### src/rtl/core/nldt_pkg.sv
// Shared types, codes and defaults for the length-prefixed unit deframer.
// No dependencies; all other files but nldt_ram refer to it by scoped names.
package nldt_pkg;

  // Parameter defaults and register reset value
  localparam int          TAG_DEPTH_DEF = 16;
  localparam int          TAG_WIDTH_DEF = 32;
  localparam logic [31:0] MAX_LEN_RST   = 32'd1048576;  // 1024 * 1024

  // Input operation codes
  localparam logic OP_BYTE = 1'b0;
  localparam logic OP_PUSH = 1'b1;

  // Result status codes
  localparam logic [2:0] ST_OK       = 3'd0;
  localparam logic [2:0] ST_TAG_DROP = 3'd1;
  localparam logic [2:0] ST_OVERSIZE = 3'd2;
  localparam logic [2:0] ST_NO_TAG   = 3'd3;
  localparam logic [2:0] ST_DISCARD  = 3'd4;

  // Request kinds handed from front to back
  localparam logic [1:0] KIND_BYTE = 2'd0;  // pass byte result as is
  localparam logic [1:0] KIND_POP  = 2'd1;  // byte result that takes a tag
  localparam logic [1:0] KIND_PUSH = 2'd2;  // push a tag into the queue

  // Unit type field and picture type ranges
  localparam logic [7:0] TYPE_MASK      = 8'h7e;
  localparam logic [5:0] PIC_LOW_END    = 6'd9;
  localparam logic [5:0] PIC_HIGH_START = 6'd16;
  localparam logic [5:0] PIC_HIGH_END   = 6'd21;

  typedef struct packed {
    logic [1:0]  kind;
    logic        byte_valid;
    logic [7:0]  out_byte;
    logic        first_of_unit;
    logic        last_of_unit;
    logic [31:0] unit_length;
    logic [5:0]  unit_type;
    logic [2:0]  status;
  } req_t;

  function automatic logic is_picture(input logic [5:0] t);
    return (t <= PIC_LOW_END) || ((t >= PIC_HIGH_START) && (t <= PIC_HIGH_END));
  endfunction

endpackage

### src/rtl/core/nal_length_deframer_with_tags_top.sv
// Path: an accepted request passes the queue, then the result register, which drives out_.
// Throughput: one request per cycle when out_ready holds, bytes and tag pushes alike;
//   the front-end parser update and one tag push or pop per cycle in the back end set it.
// Reset: rst_n is synchronous, active low; clears parser state, tag pointers and queue,
//   loads max_unit_len with 1048576. Tag RAM contents are not cleared; no sweep is needed.
//
// Top level of the length-prefixed unit deframer. Depends on nldt_pkg,
// nldt_front, nldt_queue and nldt_back.
module nal_length_deframer_with_tags_top #(
  parameter int TAG_DEPTH = nldt_pkg::TAG_DEPTH_DEF,
  parameter int TAG_WIDTH = nldt_pkg::TAG_WIDTH_DEF
) (
  input  logic                 clk,
  input  logic                 rst_n,
  // configuration write request
  input  logic                 cfg_valid,
  output logic                 cfg_ready,
  input  logic [31:0]          cfg_max_unit_len,
  // input requests
  input  logic                 in_valid,
  output logic                 in_ready,
  input  logic                 in_operation,
  input  logic [7:0]           in_in_byte,
  input  logic                 in_chunk_start,
  input  logic [TAG_WIDTH-1:0] in_tag_in,
  // result requests
  output logic                 out_valid,
  input  logic                 out_ready,
  output logic                 out_byte_valid,
  output logic [7:0]           out_out_byte,
  output logic                 out_first_of_unit,
  output logic                 out_last_of_unit,
  output logic [31:0]          out_unit_length,
  output logic [5:0]           out_unit_type,
  output logic [TAG_WIDTH-1:0] out_tag_out,
  output logic                 out_tag_valid,
  output logic [2:0]           out_status
);

  // front -> queue
  logic                 q_push;
  nldt_pkg::req_t       q_req;
  logic [TAG_WIDTH-1:0] q_tag;
  logic                 q_full;
  // queue -> back
  logic                 q_pop;
  logic                 head_valid;
  nldt_pkg::req_t       head_req;
  logic [TAG_WIDTH-1:0] head_tag;
  // back -> ports
  nldt_pkg::req_t       res;

  // Accept while the queue has room; the back end drains one request a cycle,
  // so the queue never fills unless the result side stalls.
  assign in_ready = !q_full;

  // Front: limit register, header/payload/discard parsing, request classification
  nldt_front #(
    .TAG_WIDTH (TAG_WIDTH)
  ) u_front (
    .clk              (clk),
    .rst_n            (rst_n),
    .cfg_valid        (cfg_valid),
    .cfg_ready        (cfg_ready),
    .cfg_max_unit_len (cfg_max_unit_len),
    .in_valid         (in_valid),
    .in_ready         (in_ready),
    .in_operation     (in_operation),
    .in_in_byte       (in_in_byte),
    .in_chunk_start   (in_chunk_start),
    .in_tag_in        (in_tag_in),
    .q_push           (q_push),
    .q_req            (q_req),
    .q_tag            (q_tag)
  );

  // Queue: decouple parsing from tag handling and result stalls
  nldt_queue #(
    .TAG_WIDTH (TAG_WIDTH)
  ) u_queue (
    .clk        (clk),
    .rst_n      (rst_n),
    .push       (q_push),
    .push_req   (q_req),
    .push_tag   (q_tag),
    .full       (q_full),
    .pop        (q_pop),
    .head_valid (head_valid),
    .head_req   (head_req),
    .head_tag   (head_tag)
  );

  // Back: push or pop tags in request order, hold the result register
  nldt_back #(
    .TAG_DEPTH (TAG_DEPTH),
    .TAG_WIDTH (TAG_WIDTH)
  ) u_back (
    .clk        (clk),
    .rst_n      (rst_n),
    .head_valid (head_valid),
    .head_req   (head_req),
    .head_tag   (head_tag),
    .pop        (q_pop),
    .out_valid  (out_valid),
    .out_ready  (out_ready),
    .res        (res),
    .res_tvalid (out_tag_valid),
    .res_tag    (out_tag_out)
  );

  // Unpack the result register onto the ports
  assign out_byte_valid    = res.byte_valid;
  assign out_out_byte      = res.out_byte;
  assign out_first_of_unit = res.first_of_unit;
  assign out_last_of_unit  = res.last_of_unit;
  assign out_unit_length   = res.unit_length;
  assign out_unit_type     = res.unit_type;
  assign out_status        = res.status;

endmodule

### src/rtl/core/nldt_ram.sv
// Generic single-write, single-read RAM with registered read data.
// No dependencies.
module nldt_ram #(
  parameter int WIDTH = 32,
  parameter int DEPTH = 16
) (
  input  logic                     clk,
  input  logic                     we,
  input  logic [$clog2(DEPTH)-1:0] waddr,
  input  logic [WIDTH-1:0]         wdata,
  input  logic                     re,
  input  logic [$clog2(DEPTH)-1:0] raddr,
  output logic [WIDTH-1:0]         rdata
);

  logic [WIDTH-1:0] mem [DEPTH];
  logic [WIDTH-1:0] rdata_r;

  always_ff @(posedge clk) begin
    if (we) begin
      mem[waddr] <= wdata;
    end
    if (re) begin
      rdata_r <= mem[raddr];
    end
  end

  assign rdata = rdata_r;

endmodule

### src/rtl/core/nldt_front.sv
// Front end: holds the limit register, parses the byte stream and classifies requests.
// Depends on nldt_pkg.
module nldt_front #(
  parameter int TAG_WIDTH = nldt_pkg::TAG_WIDTH_DEF
) (
  input  logic                 clk,
  input  logic                 rst_n,
  input  logic                 cfg_valid,
  output logic                 cfg_ready,
  input  logic [31:0]          cfg_max_unit_len,
  input  logic                 in_valid,
  input  logic                 in_ready,
  input  logic                 in_operation,
  input  logic [7:0]           in_in_byte,
  input  logic                 in_chunk_start,
  input  logic [TAG_WIDTH-1:0] in_tag_in,
  output logic                 q_push,
  output nldt_pkg::req_t       q_req,
  output logic [TAG_WIDTH-1:0] q_tag
);

  localparam logic [1:0] MODE_HEADER  = 2'd0;
  localparam logic [1:0] MODE_PAYLOAD = 2'd1;
  localparam logic [1:0] MODE_DISCARD = 2'd2;
  localparam logic [1:0] HDR_LAST     = 2'd3;

  logic [1:0]  mode_r, mode_nxt;
  logic [1:0]  hc_r, hc_nxt;
  logic [31:0] lw_r, lw_nxt;
  logic [31:0] bl_r, bl_nxt;
  logic [5:0]  ct_r, ct_nxt;
  logic [31:0] ulen_r, ulen_nxt;
  logic [31:0] max_r;

  logic        hdr;
  logic [1:0]  hc_eff;
  logic [31:0] lw_cat;
  logic [32:0] sum;
  logic [31:0] ulen_sat;
  logic [5:0]  ct_new;
  logic [31:0] bl_dec;
  logic [7:0]  type_bits;

  assign cfg_ready = 1'b1;
  assign q_push    = in_valid && in_ready;
  assign q_tag     = in_tag_in;
  assign type_bits = in_in_byte & nldt_pkg::TYPE_MASK;

  always_comb begin
    mode_nxt = mode_r;
    hc_nxt   = hc_r;
    lw_nxt   = lw_r;
    bl_nxt   = bl_r;
    ct_nxt   = ct_r;
    ulen_nxt = ulen_r;
    q_req    = '0;
    hdr      = (mode_r == MODE_HEADER);
    hc_eff   = hc_r;
    lw_cat   = {((hc_r == 2'd0) ? 24'd0 : lw_r[23:0]), in_in_byte};
    sum      = {1'b0, lw_cat} + 33'd4;
    ulen_sat = sum[32] ? 32'hffff_ffff : sum[31:0];
    ct_new   = (bl_r == lw_r) ? type_bits[6:1] : ct_r;
    bl_dec   = bl_r - 32'd1;
    if (in_operation == nldt_pkg::OP_PUSH) begin
      q_req.kind = nldt_pkg::KIND_PUSH;
    end else begin
      q_req.kind = nldt_pkg::KIND_BYTE;
      if (mode_r == MODE_DISCARD) begin
        // resync on chunk start, otherwise drop the byte
        if (in_chunk_start) begin
          hdr      = 1'b1;
          hc_eff   = 2'd0;
          mode_nxt = MODE_HEADER;
          lw_cat   = {24'd0, in_in_byte};
          sum      = {1'b0, lw_cat} + 33'd4;
          ulen_sat = sum[32] ? 32'hffff_ffff : sum[31:0];
        end else begin
          q_req.status = nldt_pkg::ST_DISCARD;
        end
      end
      if (hdr) begin
        q_req.byte_valid    = 1'b1;
        q_req.out_byte      = in_in_byte;
        q_req.first_of_unit = (hc_eff == 2'd0);
        lw_nxt              = lw_cat;
        if (hc_eff == HDR_LAST) begin
          hc_nxt            = 2'd0;
          ulen_nxt          = ulen_sat;
          q_req.unit_length = ulen_sat;
          if (sum > {1'b0, max_r}) begin
            q_req.status = nldt_pkg::ST_OVERSIZE;
            mode_nxt     = MODE_DISCARD;
          end else if (lw_cat == 32'd0) begin
            // empty payload: unit ends here, no tag
            q_req.last_of_unit = 1'b1;
          end else begin
            bl_nxt   = lw_cat;
            mode_nxt = MODE_PAYLOAD;
          end
        end else begin
          hc_nxt = hc_eff + 2'd1;
        end
      end else if (mode_r == MODE_PAYLOAD) begin
        q_req.byte_valid  = 1'b1;
        q_req.out_byte    = in_in_byte;
        q_req.unit_length = ulen_r;
        ct_nxt            = ct_new;
        bl_nxt            = bl_dec;
        if (bl_dec == 32'd0) begin
          q_req.last_of_unit = 1'b1;
          q_req.unit_type    = ct_new;
          mode_nxt           = MODE_HEADER;
          hc_nxt             = 2'd0;
          if (nldt_pkg::is_picture(ct_new)) begin
            q_req.kind = nldt_pkg::KIND_POP;
          end
        end
      end
    end
  end

  always_ff @(posedge clk) begin
    if (!rst_n) begin
      mode_r <= MODE_HEADER;
      hc_r   <= 2'd0;
      lw_r   <= 32'd0;
      bl_r   <= 32'd0;
      ct_r   <= 6'd0;
      ulen_r <= 32'd0;
      max_r  <= nldt_pkg::MAX_LEN_RST;
    end else begin
      if (cfg_valid && cfg_ready) begin
        max_r <= cfg_max_unit_len;
      end
      if (q_push) begin
        mode_r <= mode_nxt;
        hc_r   <= hc_nxt;
        lw_r   <= lw_nxt;
        bl_r   <= bl_nxt;
        ct_r   <= ct_nxt;
        ulen_r <= ulen_nxt;
      end
    end
  end

endmodule

### src/rtl/core/nldt_queue.sv
// Two-entry request queue between the parser front and the tag back end.
// Depends on nldt_pkg.
module nldt_queue #(
  parameter int TAG_WIDTH = nldt_pkg::TAG_WIDTH_DEF
) (
  input  logic                 clk,
  input  logic                 rst_n,
  input  logic                 push,
  input  nldt_pkg::req_t       push_req,
  input  logic [TAG_WIDTH-1:0] push_tag,
  output logic                 full,
  input  logic                 pop,
  output logic                 head_valid,
  output nldt_pkg::req_t       head_req,
  output logic [TAG_WIDTH-1:0] head_tag
);

  nldt_pkg::req_t       req_q [2];
  logic [TAG_WIDTH-1:0] tag_q [2];
  logic                 wp_r, rp_r;
  logic [1:0]           cnt_r;

  assign full       = (cnt_r == 2'd2);
  assign head_valid = (cnt_r != 2'd0);
  assign head_req   = req_q[rp_r];
  assign head_tag   = tag_q[rp_r];

  always_ff @(posedge clk) begin
    if (push) begin
      req_q[wp_r] <= push_req;
      tag_q[wp_r] <= push_tag;
    end
  end

  always_ff @(posedge clk) begin
    if (!rst_n) begin
      wp_r  <= 1'b0;
      rp_r  <= 1'b0;
      cnt_r <= 2'd0;
    end else begin
      if (push) begin
        wp_r <= ~wp_r;
      end
      if (pop) begin
        rp_r <= ~rp_r;
      end
      cnt_r <= cnt_r + {1'b0, push} - {1'b0, pop};
    end
  end

endmodule

### src/rtl/core/nldt_back.sv
// Back end: tag FIFO control over the tag RAM and the output register.
// Depends on nldt_pkg and nldt_ram.
module nldt_back #(
  parameter int TAG_DEPTH = nldt_pkg::TAG_DEPTH_DEF,
  parameter int TAG_WIDTH = nldt_pkg::TAG_WIDTH_DEF
) (
  input  logic                 clk,
  input  logic                 rst_n,
  input  logic                 head_valid,
  input  nldt_pkg::req_t       head_req,
  input  logic [TAG_WIDTH-1:0] head_tag,
  output logic                 pop,
  output logic                 out_valid,
  input  logic                 out_ready,
  output nldt_pkg::req_t       res,
  output logic                 res_tvalid,
  output logic [TAG_WIDTH-1:0] res_tag
);

  localparam int             AW       = $clog2(TAG_DEPTH);
  localparam logic [AW-1:0]  LAST_IDX = AW'(TAG_DEPTH - 1);

  logic [AW-1:0]        wr_idx_r, rd_idx_r;
  logic                 wr_lap_r, rd_lap_r;
  logic                 res_valid_r;
  nldt_pkg::req_t       res_r, res_nxt;
  logic                 tv_r, tv_nxt;
  logic                 tq_full, tq_empty;
  logic                 we, re;
  logic [TAG_WIDTH-1:0] rdata;

  assign tq_full  = (wr_idx_r == rd_idx_r) && (wr_lap_r != rd_lap_r);
  assign tq_empty = (wr_idx_r == rd_idx_r) && (wr_lap_r == rd_lap_r);
  assign pop      = head_valid && (!res_valid_r || out_ready);

  always_comb begin
    res_nxt = head_req;
    tv_nxt  = 1'b0;
    we      = 1'b0;
    re      = 1'b0;
    case (head_req.kind)
      nldt_pkg::KIND_PUSH: begin
        if (tq_full) begin
          res_nxt.status = nldt_pkg::ST_TAG_DROP;
        end else begin
          we = pop;
        end
      end
      nldt_pkg::KIND_POP: begin
        if (tq_empty) begin
          res_nxt.status = nldt_pkg::ST_NO_TAG;
        end else begin
          re     = pop;
          tv_nxt = 1'b1;
        end
      end
      nldt_pkg::KIND_BYTE: begin
      end
      default: begin
      end
    endcase
  end

  nldt_ram #(
    .WIDTH (TAG_WIDTH),
    .DEPTH (TAG_DEPTH)
  ) u_tag_ram (
    .clk   (clk),
    .we    (we),
    .waddr (wr_idx_r),
    .wdata (head_tag),
    .re    (re),
    .raddr (rd_idx_r),
    .rdata (rdata)
  );

  always_ff @(posedge clk) begin
    if (!rst_n) begin
      wr_idx_r    <= '0;
      rd_idx_r    <= '0;
      wr_lap_r    <= 1'b0;
      rd_lap_r    <= 1'b0;
      res_valid_r <= 1'b0;
    end else begin
      if (we) begin
        wr_idx_r <= (wr_idx_r == LAST_IDX) ? '0 : wr_idx_r + 1'b1;
        wr_lap_r <= (wr_idx_r == LAST_IDX) ? ~wr_lap_r : wr_lap_r;
      end
      if (re) begin
        rd_idx_r <= (rd_idx_r == LAST_IDX) ? '0 : rd_idx_r + 1'b1;
        rd_lap_r <= (rd_idx_r == LAST_IDX) ? ~rd_lap_r : rd_lap_r;
      end
      if (pop) begin
        res_valid_r <= 1'b1;
      end else if (out_ready) begin
        res_valid_r <= 1'b0;
      end
    end
  end

  always_ff @(posedge clk) begin
    if (pop) begin
      res_r <= res_nxt;
      tv_r  <= tv_nxt;
    end
  end

  assign out_valid  = res_valid_r;
  assign res        = res_r;
  assign res_tvalid = tv_r;
  // RAM read data holds until the next pop, which waits for this result
  assign res_tag    = tv_r ? rdata : '0;

endmodule

### config.mk
export PLATFORM = sky130hd
export DESIGN_NAME = nal_length_deframer_with_tags_top
export DESIGN_NICKNAME = d
export VERILOG_FILES = /design/src/rtl/core/nldt_pkg.sv /design/src/rtl/core/nal_length_deframer_with_tags_top.sv /design/src/rtl/core/nldt_ram.sv /design/src/rtl/core/nldt_front.sv /design/src/rtl/core/nldt_queue.sv /design/src/rtl/core/nldt_back.sv
export SDC_FILE = /design/constraint.sdc
export NUM_CORES = 1
export LEC_CHECK = 0
export BUFFER_PORTS_ARGS = -buffer_cell sky130_fd_sc_hd__buf_2
export CELL_PAD_IN_SITES_DETAIL_PLACEMENT = 2
export CELL_PAD_IN_SITES_GLOBAL_PLACEMENT = 2
export CORE_MARGIN = 4
export CORE_UTILIZATION = 36
export CTS_CLUSTER_SIZE = 25
export DETAILED_ROUTE_END_ITERATION = 8
export GPL_TIMING_DRIVEN = 0
export PLACE_DENSITY = 0.67
export SYNTH_ARGS = -nofsm -noshare
export SYNTH_HDL_FRONTEND = slang
export SYNTH_SLANG_ARGS = --single-unit
### constraint.sdc
create_clock -name clk -period 5.04 [get_ports clk]
set_input_delay 0.252 -clock clk [delete_from_list [all_inputs] [get_ports clk]]
set_output_delay 0.252 -clock clk [all_outputs]
set_load 0.05 [all_outputs]
==> summary.txt <==
Run status
  – Status: completed

Die
  – Total die area: ~0.11 sq mm
  – Row cnt: 119
  – Die height: approximately 330 microns
  – Core ar.: roughly 0.11 sq mm
  – Ports: 167
  – Die Span X: 334 microns
  – Initial Util: between 30 and 40%

Critical path
  – WS Path Type: register to register
  – CP Launch Point: u_front.lw_r[4]$_SDFFE_PN0P_
  – Reg2reg setup slack: 0.27 ns
  – Req. time, crit path: 5.66 ns
  – CP Capture Type: register
  – Reg2reg start: u_front.lw_r[4]$_SDFFE_PN0P_
  – Setup crit end: u_front.bl_r[26]$_SDFFE_PN0P_
  – Setup crit start kind: register
  – Worst Reg-to-Reg Cells: 16
  – Arrival time worst endpoint: ~5.4 ns
  – Worst reg2reg path endpoint: u_front.bl_r[26]$_SDFFE_PN0P_
  – Max FO, Critical Path: 10

Finish
  – Layout overhead on the synthesized area: 20.3%
  – Fillers: 10125
  – Fin area: 0.0459 sq mm
  – Share of post-route cells with drive strength above 1: 23.6%
  – Commonest cells after routing, fill and taps aside: edfxtp_1 (767), nor2_1 (167), buf_2 (163)
  – Post-layout util: 43.6%
  – Finished Layout Cells: roughly 4300
  – Most common cell after layout, fill and taps aside: edfxtp_1
  – Final nets: 2946

Detailed routing
  – Final ANT Viol Nets: 0
  – Final wirelength: 133 mm
  – DR pass1 iterations: 5
  – 1st-iter DRT viols: around 2000
  – Vias per inst: 5.60
  – WL/cell: 31.0 microns
  – Residual DRC count: 0
  – Via count: 24079

Clocking
  – CTS root buffer: clkbuf_16
  – Clock Latency Late Sink: just over 0.7 ns
  – CTS H-tree depth: 3
  – Clock Tree Buf Depth: 3
  – CTS Sinks: slightly above 900
  – Clock-pin slew on the worst setup and hold paths: 0.07 ns
  – CTS Buf Count: 100
  – CTS tree: yes

Place
  – PortBufs: 160
  – GP Congestion: 0.889
  – Placed Instance Area: around 0.042 sq mm
  – HPWL Detailed: 90.8 mm
  – Placed instance count: 4045

Synth
  – Yosys warning total: 0
  – Cell variety after synth: just over 80
  – Synth async-reset ratio: 0%
  – Mapped Nets: 2586
  – Post-synth EDFFs: 767
  – Syn Inst Count: 2460
  – Average size of a mapped cell: 15.5 sq um
  – Post-Syn Area: 0.0382 sq mm
  – Main flop type after synthesis: edfxtp_1
  – Register bit count reported by yosys: just over 900
  – Register area share after synthesis: 68.4%

Timing
  – Final period utilization: 94.6%
  – Fin Hold WS: 0.0906 ns
  – Finish-stage setup viols: 0
  – Max_slew headroom: 9.72%
  – Final hold vios: 0
  – Worst-margin pin slew: between 1 and 1.5 ns
  – Final Critical Period: 4.77 ns
  – Worst Skew: 0.0538 ns
  – RSZ-0062 raised after global routing: no
  – Max Fclk: 210 MHz
  – Max-slew violation count: 0

Worst hold path
  – Hold Startpoint: cfg_valid
  – Hold WC Path Type: primary input to register
  – WHS Path Cells: 3

Power
  – Design Power: 20700 uW
  – Leakage power: 0.0152 uW
  – PwrDens: 450 mW/mm^2
  – Peak supply drop: 0.000305 V

GRT
  – GRT Overall Usage: 23.6%
  – GRT overflow: 0
  – Largest net degree at the start of global routing: 52
  – First-pass GRT wire length: between 150 and 200 mm
  – Initial antenna violation count: 3
  – Vias in the first global route: 26548

Job
  – Max-capacitance violation count: 0
worst min-delay path by stage:
| stage | to | slack (ns) |
|---|---|---|
| 2_1_floorplan | u_queue.req_q[0][53]$_DFFE_PP_ | 0.35 |
| 4_1_cts | u_front.max_r[13]$_SDFFE_PN0P_ | 0.04 |
| 3_5_place_dp | u_queue.tag_q[0][11]$_DFFE_PP_ | 0.44 |
| 3_3_place_gp | u_queue.tag_q[0][23]$_DFFE_PP_ | 0.44 |
| 5_1_grt | u_front.max_r[13]$_SDFFE_PN0P_ | 0.1 |
| 6_report | u_front.max_r[13]$_SDFFE_PN0P_ | 0.09 |
synth_stat cells, types with 47 or more instances:
cell | count | area (sq um)
and2_1 | 48 | 300
o21ai_0 | 76 | 380
dfxtp_1 | 154 | 3080
nand2_1 | 136 | 510
xnor2_1 | 48 | 420
inv_1 | 58 | 218
nor2_1 | 181 | 679
mux2_2 | 81 | 912
clkbuf_1 | 143 | 537
ha_1 | 47 | 588
a21oi_1 | 81 | 405
mux4_2 | 160 | 3600
edfxtp_1 | 767 | 23000
flip-flops by register name, indices dropped and copies added, names as in the netlist, 6 cells and up, named ones only:
name / flops
u_back.u_tag_ram.mem: 512
u_queue.req_q: 106
u_queue.tag_q: 64
u_back.res: 52
u_back.u_tag_ram.rdata: 32
u_front.bl_r: 32
u_front.lw_r: 32
u_front.max_r: 32
u_front.ulen_r: 32
u_front.ct_r: 6
power by group:
group | switching [uW] | internal [uW]
Sequential | 346 | 9250
Combinational | 2480 | 918
Clock | 3240 | 4460
Total | 6060 | 14600
per-stage QoR:
stage	TNS, ns	worst slack (ns)
floorplan	0	0.664
global placement	-1253.30	-2.44
detailed placement	-125.90	-1.99
CTS	0	0.00720
global route	0	0.000602
finish	0	0.272
repair_timing:
| item | 4_1_cts | 5_1_grt |
|---|---|---|
| hold buffers | 69 | 0 |
| cloned | 1 | 0 |
| buffers inserted | 4 | 5 |
| resized for setup | 29 | 10 |
| endpoints found under the setup margin | 360 | 155 |
| pin swaps | 5 | 2 |
| endpoints found under the hold margin | 102 | 0 |
layout make-up:
type	count	area (sq um)	share of cell area, %
Sequential cell	921	26100	56.9
Multi-Input combinational cell	1305	11400	24.9
Clock buffer	125	2680	5.83
Timing Repair Buffer	272	2350	5.11
Tap cell	1391	1740	3.79
Clock inverter	62	724	1.58
Buffer	161	658	1.43
Inverter	59	221	0.482
Antenna cell	3	7.51	0.0163
routing by layer:
| layer | part of all wire [%] | global-route usage [%] | up-vias |
|---|---|---|---|
| li1 | - | - | 10227 |
| met1 | 39 | 29.1 | 12802 |
| met2 | 52 | 42.6 | 841 |
| met3 | 5.2 | 3.81 | 209 |
| met4 | 3.1 | 7.41 | 0 |
| met5 | 0 | 0 | - |
critical path, cell delays in order, from the launching register on:
cell      delay, ns
dfxtp_2        0.50
and4_1         0.30
and4_1         0.28
clkbuf_2       0.25
nand4_1        0.21
or3_1          0.43
a21oi_2        0.22
ha_1           0.18
nand4_1        0.20
nor4_4         0.40
and3_1         0.25
a21oi_1        0.13
or3_1          0.39
clkbuf_1       0.20
nor3_2         0.33
buf_6          0.22
o221a_2        0.20
kinds of logic after synthesis:
| logic type | Yosys count | synth area share [%] |
|---|---|---|
| adder cells (fa/ha/maj) | 47 | 1.54 |
| buffers and inverters | 235 | 2.42 |
| other | 1 | 0.00982 |
| XOR/XNOR | 76 | 1.74 |
| multiplexers | 284 | 13.0 |
| AO/OA/AOI/OAI | 308 | 5.22 |
| AND/OR/NAND/NOR | 588 | 7.70 |
| flip-flops | 921 | 68.4 |
Note: power is estimated with default switching activity, not from simulation.
